`config.mk`:
```
export PLATFORM = sky130hd
export DESIGN_NAME = wildcard_byte_pattern_scanner
export DESIGN_NICKNAME = d
export VERILOG_FILES = /design/src/hw/rtl/wbps_pkg.sv /design/src/hw/rtl/wbps_cell.sv /design/src/hw/rtl/wbps_outq.sv /design/src/hw/rtl/wildcard_byte_pattern_scanner.sv
export SDC_FILE = /design/constraint.sdc
export NUM_CORES = 2
export LEC_CHECK = 0
export BUFFER_PORTS_ARGS = -buffer_cell sky130_fd_sc_hd__buf_2
export CORE_AREA = 3 3 243 341
export DETAILED_ROUTE_END_ITERATION = 10
export DIE_AREA = 0 0 246 344
export PLACE_DENSITY = 0.66
export SLEW_MARGIN = 20
export SYNTH_ARGS = -nofsm -noshare
export SYNTH_HDL_FRONTEND = slang
export SYNTH_SLANG_ARGS = --single-unit
```
`constraint.sdc`:
```
create_clock -name clk -period 14.3 [get_ports clk]
set_input_delay 3.575 -clock clk [delete_from_list [all_inputs] [get_ports clk]]
set_output_delay 3.575 -clock clk [all_outputs]
set_load 0.02 [all_outputs]
```
`src/hw/rtl/wbps_pkg.sv`:
```
// ---------------------------------------------------------------------------
// wbps_pkg: shared types and constants of the wildcard byte pattern scanner
// Sizes of the window, offset counter and result queue, the record layout
// and helpers that pick pattern bytes and wildcard bits out of the registers.
// ---------------------------------------------------------------------------
package wbps_pkg;

	localparam int PATTERN_MAX = 16;
	localparam int OFFSET_BITS = 32;
	localparam int LEN_W       = $clog2(PATTERN_MAX + 1);
	localparam int RQ_DEPTH    = 4;
	localparam int RQ_PTR_W    = $clog2(RQ_DEPTH);
	localparam int RQ_CNT_W    = $clog2(RQ_DEPTH + 1);

	// configuration register indexes
	localparam logic [7:0] REG_PAT_LOW  = 8'd0;
	localparam logic [7:0] REG_PAT_HIGH = 8'd1;
	localparam logic [7:0] REG_WILD     = 8'd2;
	localparam logic [7:0] REG_LEN      = 8'd3;

	// record kinds
	localparam logic KIND_MATCH   = 1'b0;
	localparam logic KIND_SUMMARY = 1'b1;

	typedef struct packed {
		logic        kind;
		logic [31:0] offset;
		logic [31:0] total;
		logic        last;
	} rec_t;

	// records produced by one input byte, first in rec0
	typedef struct packed {
		logic [1:0] cnt;
		rec_t       rec0;
		rec_t       rec1;
	} push_t;

	// pattern byte k, zero beyond the sixteen register bytes
	function automatic logic [7:0] pat_byte(input logic [63:0] lo, input logic [63:0] hi,
	                                        input int k);
		logic [127:0] all;
		all = {hi, lo};
		if (k >= 0 && k < 16) begin
			return all[k*8 +: 8];
		end
		return 8'd0;
	endfunction

	// wildcard bit k, never set beyond the sixteen mask bits
	function automatic logic pat_wild(input logic [15:0] mask, input int k);
		if (k >= 0 && k < 16) begin
			return mask[k];
		end
		return 1'b0;
	endfunction

endpackage

```
`src/hw/rtl/wbps_cell.sv`:
```
// ---------------------------------------------------------------------------
// wbps_cell: one window cell of the scanner
// Holds one byte of the recent-byte window, passes it on to the next cell
// and compares the byte it takes in against its pattern byte.
// ---------------------------------------------------------------------------
module wbps_cell (
	input  logic       clk,
	input  logic       arst_n,
	input  logic       shift_en,
	input  logic       clear,
	input  logic [7:0] d_in,
	input  logic [7:0] pat,
	input  logic       wild,
	input  logic       active,
	output logic [7:0] q,
	output logic       hit
);
	logic [7:0] byte_q;

	// an unused cell or a wildcard never blocks a match
	assign hit = !active || wild || (d_in == pat);
	assign q   = byte_q;

	// window byte, cleared at the end of a source
	always_ff @(posedge clk or negedge arst_n) begin
		if (!arst_n) begin
			byte_q <= 8'd0;
		end else if (shift_en) begin
			if (clear) begin
				byte_q <= 8'd0;
			end else begin
				byte_q <= d_in;
			end
		end
	end

endmodule

```
`src/hw/rtl/wbps_outq.sv`:
```
// ---------------------------------------------------------------------------
// wbps_outq: result record queue
// Takes up to two records per cycle and hands them out one per transfer,
// so the scanner keeps taking bytes while results wait, as long as it has room for two records.
// ---------------------------------------------------------------------------
module wbps_outq (
	input  logic           clk,
	input  logic           arst_n,
	input  wbps_pkg::push_t push,
	output logic           room2,
	output logic           out_valid,
	input  logic           out_ready,
	output wbps_pkg::rec_t out_rec
);
	import wbps_pkg::*;

	rec_t                entry_q [RQ_DEPTH];
	logic [RQ_PTR_W-1:0] wr_ptr_q;
	logic [RQ_PTR_W-1:0] rd_ptr_q;
	logic [RQ_CNT_W-1:0] cnt_q;
	logic                pop;
	logic [RQ_PTR_W-1:0] wr_ptr_p1;

	assign pop       = out_valid && out_ready;
	assign out_valid = (cnt_q != '0);
	assign out_rec   = entry_q[rd_ptr_q];
	assign room2     = (cnt_q <= RQ_CNT_W'(RQ_DEPTH - 2));
	assign wr_ptr_p1 = wr_ptr_q + RQ_PTR_W'(1);

	// record storage
	always_ff @(posedge clk) begin
		if (push.cnt != 2'd0) begin
			entry_q[wr_ptr_q] <= push.rec0;
		end
		if (push.cnt == 2'd2) begin
			entry_q[wr_ptr_p1] <= push.rec1;
		end
	end

	// pointers and fill count
	always_ff @(posedge clk or negedge arst_n) begin
		if (!arst_n) begin
			wr_ptr_q <= '0;
			rd_ptr_q <= '0;
			cnt_q    <= '0;
		end else begin
			wr_ptr_q <= wr_ptr_q + RQ_PTR_W'(push.cnt);
			if (pop) begin
				rd_ptr_q <= rd_ptr_q + RQ_PTR_W'(1);
			end
			cnt_q <= cnt_q + RQ_CNT_W'(push.cnt) - RQ_CNT_W'(pop);
		end
	end

endmodule

```
`src/hw/rtl/wildcard_byte_pattern_scanner.sv`:
```
// ---------------------------------------------------------------------------
// wildcard_byte_pattern_scanner: streaming byte pattern search with wildcards
// A chain of window cells compares the newest bytes with the pattern in the
// cycle a byte is taken; hits are non-overlapping, and each source ends in
// a summary record carrying the match count.
// ---------------------------------------------------------------------------
// The records of a byte are registered in the queue when the byte is taken and offered from there in order.
// Throughput: one byte per cycle, set by the cell chain, while the queue has room for two records; a byte
// that yields a match and a summary needs two output transfers, drained by a 4-record queue.
// Reset clears the window, counters, queue and registers (pattern length 1);
// no clearing pass is needed.
module wildcard_byte_pattern_scanner (
	input  logic        clk,
	input  logic        arst_n,
	// input byte stream
	input  logic        s_tvalid,
	output logic        s_tready,
	input  logic [7:0]  s_tdata,   // [7:0] data_byte
	input  logic        s_tlast,   // end_of_source
	// result records
	output logic        m_tvalid,
	input  logic        m_tready,
	output logic [63:0] m_tdata,   // [31:0] match_offset, [63:32] match_total
	output logic        m_tuser,   // record_kind
	output logic        m_tlast,   // last_of_run
	// register writes
	input  logic        cfg_valid,
	output logic        cfg_ready,
	input  logic [7:0]  cfg_index,
	input  logic [63:0] cfg_data
);
	import wbps_pkg::*;

	logic [63:0]            pat_lo_q;
	logic [63:0]            pat_hi_q;
	logic [15:0]            wild_q;
	logic [4:0]             plen_q;
	logic [OFFSET_BITS-1:0] seen_q;
	logic [LEN_W-1:0]       holdoff_q;
	logic [31:0]            found_q;

	logic                   in_xfer;
	logic [LEN_W-1:0]       eff_len;
	logic [7:0]             win [PATTERN_MAX];
	logic [PATTERN_MAX-1:0] cell_hit;
	logic [OFFSET_BITS-1:0] seen_nx;
	logic [31:0]            off_full;
	logic                   match;
	logic [31:0]            found_nx;
	logic                   room2;
	push_t                  push;
	rec_t                   out_rec;
	rec_t                   rec_match;
	rec_t                   rec_sum;

	assign cfg_ready = 1'b1;
	assign s_tready  = room2;
	assign in_xfer   = s_tvalid && s_tready;

	// configuration registers
	always_ff @(posedge clk or negedge arst_n) begin
		if (!arst_n) begin
			pat_lo_q <= '0;
			pat_hi_q <= '0;
			wild_q   <= '0;
			plen_q   <= 5'd1;
		end else if (cfg_valid && cfg_ready) begin
			case (cfg_index)
				REG_PAT_LOW:  pat_lo_q <= cfg_data;
				REG_PAT_HIGH: pat_hi_q <= cfg_data;
				REG_WILD:     wild_q   <= cfg_data[15:0];
				REG_LEN:      plen_q   <= cfg_data[4:0];
				default: begin
				end
			endcase
		end
	end

	// effective pattern length: zero acts as one, clamp to window size
	always_comb begin
		int n;
		n = int'(plen_q);
		if (n == 0) begin
			n = 1;
		end
		if (n > PATTERN_MAX) begin
			n = PATTERN_MAX;
		end
		eff_len = LEN_W'(n);
	end

	// cell chain: cell j holds byte_window[j] and checks pattern byte len-1-j
	for (genvar j = 0; j < PATTERN_MAX; j++) begin : g_cell
		logic [7:0] d_in;
		int         k;
		if (j == 0) begin : g_head
			assign d_in = s_tdata;
		end else begin : g_link
			assign d_in = win[j-1];
		end
		assign k = int'(eff_len) - 1 - j;
		wbps_cell u_cell (
			.clk      (clk),
			.arst_n   (arst_n),
			.shift_en (in_xfer),
			.clear    (s_tlast),
			.d_in     (d_in),
			.pat      (pat_byte(pat_lo_q, pat_hi_q, k)),
			.wild     (pat_wild(wild_q, k)),
			.active   (j < int'(eff_len)),
			.q        (win[j]),
			.hit      (cell_hit[j])
		);
	end

	// match decision on the window including the new byte
	always_comb begin
		seen_nx = seen_q;
		if (seen_q != '1) begin
			seen_nx = seen_q + OFFSET_BITS'(1);
		end
		off_full = 32'(seen_nx - OFFSET_BITS'(eff_len));
		match    = (holdoff_q == '0) && (seen_nx >= OFFSET_BITS'(eff_len)) && (&cell_hit);
		found_nx = found_q;
		if (match && found_q != '1) begin
			found_nx = found_q + 32'd1;
		end
	end

	// per-source counters
	always_ff @(posedge clk or negedge arst_n) begin
		if (!arst_n) begin
			seen_q    <= '0;
			holdoff_q <= '0;
			found_q   <= '0;
		end else if (in_xfer) begin
			if (s_tlast) begin
				seen_q    <= '0;
				holdoff_q <= '0;
				found_q   <= '0;
			end else begin
				seen_q  <= seen_nx;
				found_q <= found_nx;
				if (holdoff_q != '0) begin
					holdoff_q <= holdoff_q - LEN_W'(1);
				end else if (match) begin
					holdoff_q <= eff_len - LEN_W'(1);
				end
			end
		end
	end

	// records caused by this byte
	always_comb begin
		rec_match.kind   = KIND_MATCH;
		rec_match.offset = off_full;
		rec_match.total  = found_nx;
		rec_match.last   = !s_tlast;
		rec_sum.kind     = KIND_SUMMARY;
		rec_sum.offset   = 32'd0;
		rec_sum.total    = found_nx;
		rec_sum.last     = 1'b1;
		push.cnt         = 2'd0;
		push.rec0        = rec_match;
		push.rec1        = rec_sum;
		if (in_xfer) begin
			if (match && s_tlast) begin
				push.cnt = 2'd2;
			end else if (match) begin
				push.cnt = 2'd1;
			end else if (s_tlast) begin
				push.cnt  = 2'd1;
				push.rec0 = rec_sum;
			end
		end
	end

	wbps_outq u_outq (
		.clk       (clk),
		.arst_n    (arst_n),
		.push      (push),
		.room2     (room2),
		.out_valid (m_tvalid),
		.out_ready (m_tready),
		.out_rec   (out_rec)
	);

	assign m_tdata = {out_rec.total, out_rec.offset};
	assign m_tuser = out_rec.kind;
	assign m_tlast = out_rec.last;

endmodule
```
* Word level (Yosys, flattened, before mapping) *
Memory sizes are Yosys's and may differ from the RTL's.
Index checks and enable logic that the tools add are counted.

cells by class
  add/sub/neg operators = 26
  $mul = 0
  div/mod/pow operators = 0
  order comparisons = 67
  equal/unequal tests = 22
  shift operators = 16
  muxes and demuxes = 162
  bitwise gates (word level) = 0
  reduce and logical (&&, ||, !) cells = 84

operator list
  operator                                                            count
  indexed part select 128 x 32 -> 8 bit                               14
  < comparator 32 x 6 -> 1 bit, second input constant                 28
  greater-or-equal comparator 32 x 1 -> 1 bit, second input constant  14
  2-to-1 mux 8 bit                                                    47
  2-to-1 mux 66 bit                                                   2
  == test 8 bit                                                       16
  2-to-1 mux 32 bit                                                   4
  indexed part select 128 x 10 -> 8 bit                               1
  indexed part select 128 x 9 -> 8 bit                                1
  2-to-1 mux 1 bit                                                    85
  2-to-1 mux 68 bit                                                   1
  2-to-1 mux 67 bit                                                   1
  adder 32 x 1 -> 32 bit, second input constant                       2
  binary-select mux 1 bit (select 4 bit)                              16
  != test 32 bit, second input constant                               2
  subtractor 6 x 5 -> 7 bit, second input constant                    8
  < comparator 4 x 5 -> 1 bit, first input constant                   8
  greater-or-equal comparator 32 x 5 -> 1 bit                         1
  > comparator 32 x 6 -> 1 bit, second input constant                 1
  logical OR 1 bit                                                    32
  subtractor 32 x 5 -> 32 bit                                         1
  subtractor 6 x 4 -> 7 bit, second input constant                    4
  2-to-1 mux 5 bit                                                    5
  logical AND 1 bit                                                   22
  other kinds (28)                                                    61

storage, ports and cells
  register bits = 345
  latch bits = 0
  RAM bits = 264
  memory bits (read-only) = 0
  bits of input ports = 86
  output and inout bits = 69
  logic and storage cells = 403
  memories kept = 1

memories
  memory          words  bits a word  rd ports  clocked after memory_dff  wr ports  RTL line         source
  u_outq.entry_q  4      66           1         0                         2         wbps_outq.sv:17  rec_t entry_q [RQ_DEPTH];

* Depth between registers and ports, before layout *
  depth after elaboration = 24
  depth in mapped cells = 42
  mapped depth without buffers = 28

* Modules after synthesis *
Synthesis repeated with hierarchy kept, for this count alone.

second synthesis, totals
  cell total of the unflattened synthesis = 3,841
  area, all modules = 41,429.7 um^2

modules (own cells, without submodules)
  module                         times used  cells an instance  area an instance (um^2)  seq. area each (um^2)
  wildcard_byte_pattern_scanner  1           2,443              20,793.7                 5,456.5
  wbps_outq                      1           678                13,429.1                 8,102.8
  wbps_cell                      16          45                 450.4                    200.2

* Least setup slack after synthesis *
Ideal clock, no wire load.

  path kind = reg-to-reg
  from = register plen_q[0]
  to = memory u_outq.entry_q[2][20] in the netlist's numbering (data pin)
  setup time = 0.151 ns
  data arrival time = 10.656 ns
  required time = 14.149 ns
  slack = 3.494 ns
  stages on the path, launching flop included = 37
  path buffers = 13
  clock period less this slack = 10.806 ns
  cell sequence = dfstp_2 > nor2b_1 > buf_6 > nor2_8 > buf_2 > clkbuf_1 > clkbuf_1 > buf_2 > ha_1 > clkbuf_1 > xnor2_1 > inv_2 > buf_1 > clkbuf_1 > ha_1 > clkbuf_1 > a21oi_1 > a2111oi_4 > mux4_2 > or4b_1 > a32o_1 > o31ai_1 > o211ai_1 > a2111o_1 > or3_1 > buf_2 > buf_2 > buf_2 > ha_1 > nor2_1 > a21oi_1 > nor3b_1 > nor2_1 > inv_1 > clkbuf_1 > nand2_1 > mux2i_1

RTL lines
  item                      RTL line                             source
  start: declaration        wildcard_byte_pattern_scanner.sv:37  logic [4:0] plen_q;
  start signal: assignment  wildcard_byte_pattern_scanner.sv:72  REG_LEN: plen_q <= cfg_data[4:0];
  end: declaration          wbps_outq.sv:17

==> out/qor.txt <==
===============================================================================
Row cnt ..........................................................          123
Commonest cells after routing, fill and taps aside ............... sky130_fd_sc_hd__nand2_1 (477), sky130_fd_sc_hd__dfrtp_1 (342), sky130_fd_sc_hd__o21ai_0 (249), sky130_fd_sc_hd__mux4_2 (246), sky130_fd_sc_hd__a21oi_1 (176)
Clk Tree Root Cell ............................................... sky130_fd_sc_hd__clkbuf_16
Placer's final routability congestion estimate ...................        1.105
Post-layout power ................................................   0.007196 W
Maximum ir drop on the vdd rail ..................................    0.2106 mV
Layout net count .................................................         3990
Remaining design rule violation count ............................            0
Post-layout utilization of the core ..............................       0.5414
Growth of design area from synthesis to finish ...................       8.663%
X dimension of the die ...........................................       246 um
Static Leak ......................................................     16.90 nW
Post-Layout Cell Count ...........................................         4976
Final HPWL from detailed placement ...............................    102200 um
Resize count post-CTS ............................................            0
Final hold violation count .......................................            0
Power per standard cell area ..................................... 165.8 nW/um^2
Clock sink count .................................................          609
Latest clock arrival within the worst-skew pair ..................       680 ps
Worst Setup Slack, final .........................................      3770 ps
Source of the worst register-to-register timing path .............    plen_q[3]
Most frequent cell on the critical path .......................... sky130_fd_sc_hd__buf_4
Most common library cell in the layout ignoring fill and taps .... sky130_fd_sc_hd__nand2_1
Layout cells sized above 1 .......................................       0.2031
TritonCTS clock tree .............................................         done
Total of warnings raised by yosys ................................            1
Total I/O pin count ..............................................          155
Data arrival time at the worst-slack endpoint ....................     11020 ps
Sequential share of the synthesized area .........................       0.3805
Mean Syn Cell Area ...............................................   10.22 um^2
Average detailed-routed wire length per instance .................     28.13 um
Floorplan Core Area ..............................................   80180 um^2
Clock transition at the registers of the reported paths ..........        70 ps
Cell with the biggest individual delay on the critical path ...... sky130_fd_sc_hd__ha_2
Antenna diode count ..............................................            0
Initial Util .....................................................       0.4982
Initial antenna violation count ..................................            2
Stages on worst setup path .......................................           29
CP Capture Type ..................................................         flop
Deepest clock path buffer count ..................................            3
Vias in the first global route ...................................        32160
Number of distinct library cells after synthesis .................           97
Crit Path Class ..................................................      reg2reg
Mapped Nets ......................................................         4034
Kind of launch point of the worst setup path .....................         flop
Worst slack at placement .........................................      3876 ps
Max stage delay on crit path .....................................       750 ps
Required time at the endpoint of the critical path ...............     14790 ps
Crit-path max FO .................................................           66
Total negative slack for setup checks ............................         0 ps
Synthesized instance count .......................................         3909
Final clock skew .................................................     28.91 ps
Depth of the most critical reg-to-reg path .......................           29
Global-route usage over all layers ...............................       0.3258
Area of the die ..................................................   84620 um^2
Final min period .................................................     10530 ps
Post-Synthesis Cell Area .........................................   39950 um^2
Max Clk Rate .....................................................    94.96 MHz
Status ........................................................... finished, final reports clean
Remaining antenna violation count ................................            0
Total count of max-transition violations in the final report .....            0
Die Y ............................................................       344 um
Number of vias in the routed layout ..............................        33630
Number of buffers and inverters on the critical path .............            8
Max-cap violations ...............................................            0
Residual overflow from global routing ............................            0
Number of CTS-inserted buffers ...................................           60
Slew margin rel. .................................................       0.2042
Setup repair after global routing missed its margin ..............           no
Crit share post-route ............................................       0.7364
Setup Fix Bufs, Post-CTS .........................................            0
Port Buffer Count ................................................          153
Post-synth EDFFs .................................................          128
First-pass GRT wire length .......................................    208400 um
Synth Register Bits ..............................................          609
Maximum number of pins on one net before global-route repair .....          238
H-tree levels ....................................................            2
Predominant post-synthesis flop cell ............................. sky130_fd_sc_hd__dfrtp_1
Number of DRC markers after the initial detailed-route iteration .         3439
Setup slack of the worst register-to-register path ...............      3770 ps
Inst Count DP ....................................................         4865
Termination of the worst setup path .............................. u_outq.entry_q[1][32]
End of the worst register-to-register path ....................... u_outq.entry_q[1][32]
Detail-routed via count per cell .................................        6.759
Count of hold buffers inserted by post-cts repair ................            0
FFs w/ async S/R, synth ..........................................       0.5665
First drt pass iteration count ...................................            6
Final setup violation count ......................................            0
Worst-margin pin slew ............................................      1186 ps
Launch point of the critical path ................................    plen_q[3]
Top Family by Delay on Critical Path ............................. buffers and inverters
Path class of the lowest-slack min-delay path ....................      reg2reg
Total detailed-routing wirelength ................................    140000 um
===============================================================================
cell usage after synthesis, types with 49 or more instances:
cell type	instances	share of area
sky130_fd_sc_hd__nand2b_1	49	0.0077
sky130_fd_sc_hd__edfxtp_1	128	0.096
sky130_fd_sc_hd__inv_1	130	0.012
sky130_fd_sc_hd__o21ai_0	250	0.031
sky130_fd_sc_hd__nand2_1	479	0.045
sky130_fd_sc_hd__clkbuf_1	234	0.022
sky130_fd_sc_hd__mux2i_1	153	0.038
sky130_fd_sc_hd__dfrtp_1	344	0.22
sky130_fd_sc_hd__dfxtp_1	136	0.068
sky130_fd_sc_hd__nor2_1	134	0.013
sky130_fd_sc_hd__nand3_1	106	0.013
sky130_fd_sc_hd__xnor2_1	82	0.018
sky130_fd_sc_hd__a21oi_1	176	0.022
sky130_fd_sc_hd__nor3_1	83	0.010
sky130_fd_sc_hd__nand4_1	72	0.011
sky130_fd_sc_hd__mux2_2	159	0.045
sky130_fd_sc_hd__a32o_1	133	0.033
sky130_fd_sc_hd__mux4_2	246	0.14
stage by stage:
stage | instance area, um^2 | hold WS, ps
6_report | 43410 | 461.3
3_3_place_gp | 41330 | 441.4
2_1_floorplan | 39950 | 436.6
4_1_cts | 43410 | 463.5
3_5_place_dp | 41330 | 448.8
5_1_grt | 43410 | 473.5
area by class of cell:
type                    instances  area, um^2
clock buffers                  91        1809
inverters                     142       544.3
fillers                      7091       36770
multi-input cells            2835       22970
repair buffers                217        1281
flip-flops and latches        609       15210
clock inverters                20       270.3
well taps                    1062        1329
worst min path at each step:
stage / from / depth (start not counted) / slack [ps] / endpoint
finish: u_outq.entry_q[3][45] / 1 / 460 / u_outq.entry_q[3][45]
global route: u_outq.entry_q[1][38] / 1 / 470 / u_outq.entry_q[1][38]
CTS: u_outq.entry_q[1][63] / 1 / 460 / u_outq.entry_q[1][63]
detailed placement: u_outq.entry_q[1][63] / 1 / 450 / u_outq.entry_q[1][63]
global placement: u_outq.entry_q[1][63] / 1 / 440 / u_outq.entry_q[1][63]
floorplan: u_outq.entry_q[1][33] / 1 / 440 / u_outq.entry_q[1][33]
power breakdown:
part | switching, W | leakage, nW | total, W | internal, W
sequential | 0.000344 | 6.88 | 0.00244 | 0.00209
clock | 0.000732 | 1.02 | 0.00168 | 0.000950
combinational | 0.00187 | 9.00 | 0.00308 | 0.00121
routing by layer:
metal | up-vias | part of all wire | GRT usage
met3 | 485 | 0.065 | 0.04891
li1 | 14870 | - | -
met2 | 1477 | 0.47 | 0.5364
met5 | - | 0.000093 | 0
met1 | 16800 | 0.37 | 0.3926
met4 | 2 | 0.087 | 0.2290
sequential cells by signal, summed over array words and instances, names as in the netlist:
signal	count
pat_hi_q	64
u_outq.wr_ptr_q	2
seen_q	32
u_outq.cnt_q	3
wild_q	16
pat_lo_q	64
holdoff_q	5
found_q	32
u_outq.rd_ptr_q	2
g_cell.u_cell.q	120
u_outq.entry_q	264
plen_q	5
kinds of logic (layout without fill, tap and decap cells):
kind of cell | count (synthesis) | after routing | share of synthesized area
muxes | 558 | 558 | 0.2218
adders and majority gates | 39 | 39 | 0.01259
buffers and inverters | 465 | 470 | 0.04663
xor gates and xnor gates | 128 | 128 | 0.02844
DFF | 609 | 609 | 0.3805
AOI/OAI and AO/OA | 961 | 961 | 0.1684
other | 1 | 1 | 0.00009387
and+or+nand+nor | 1148 | 1148 | 0.1415
No activity file was read; power rests on OpenSTA's default activity.
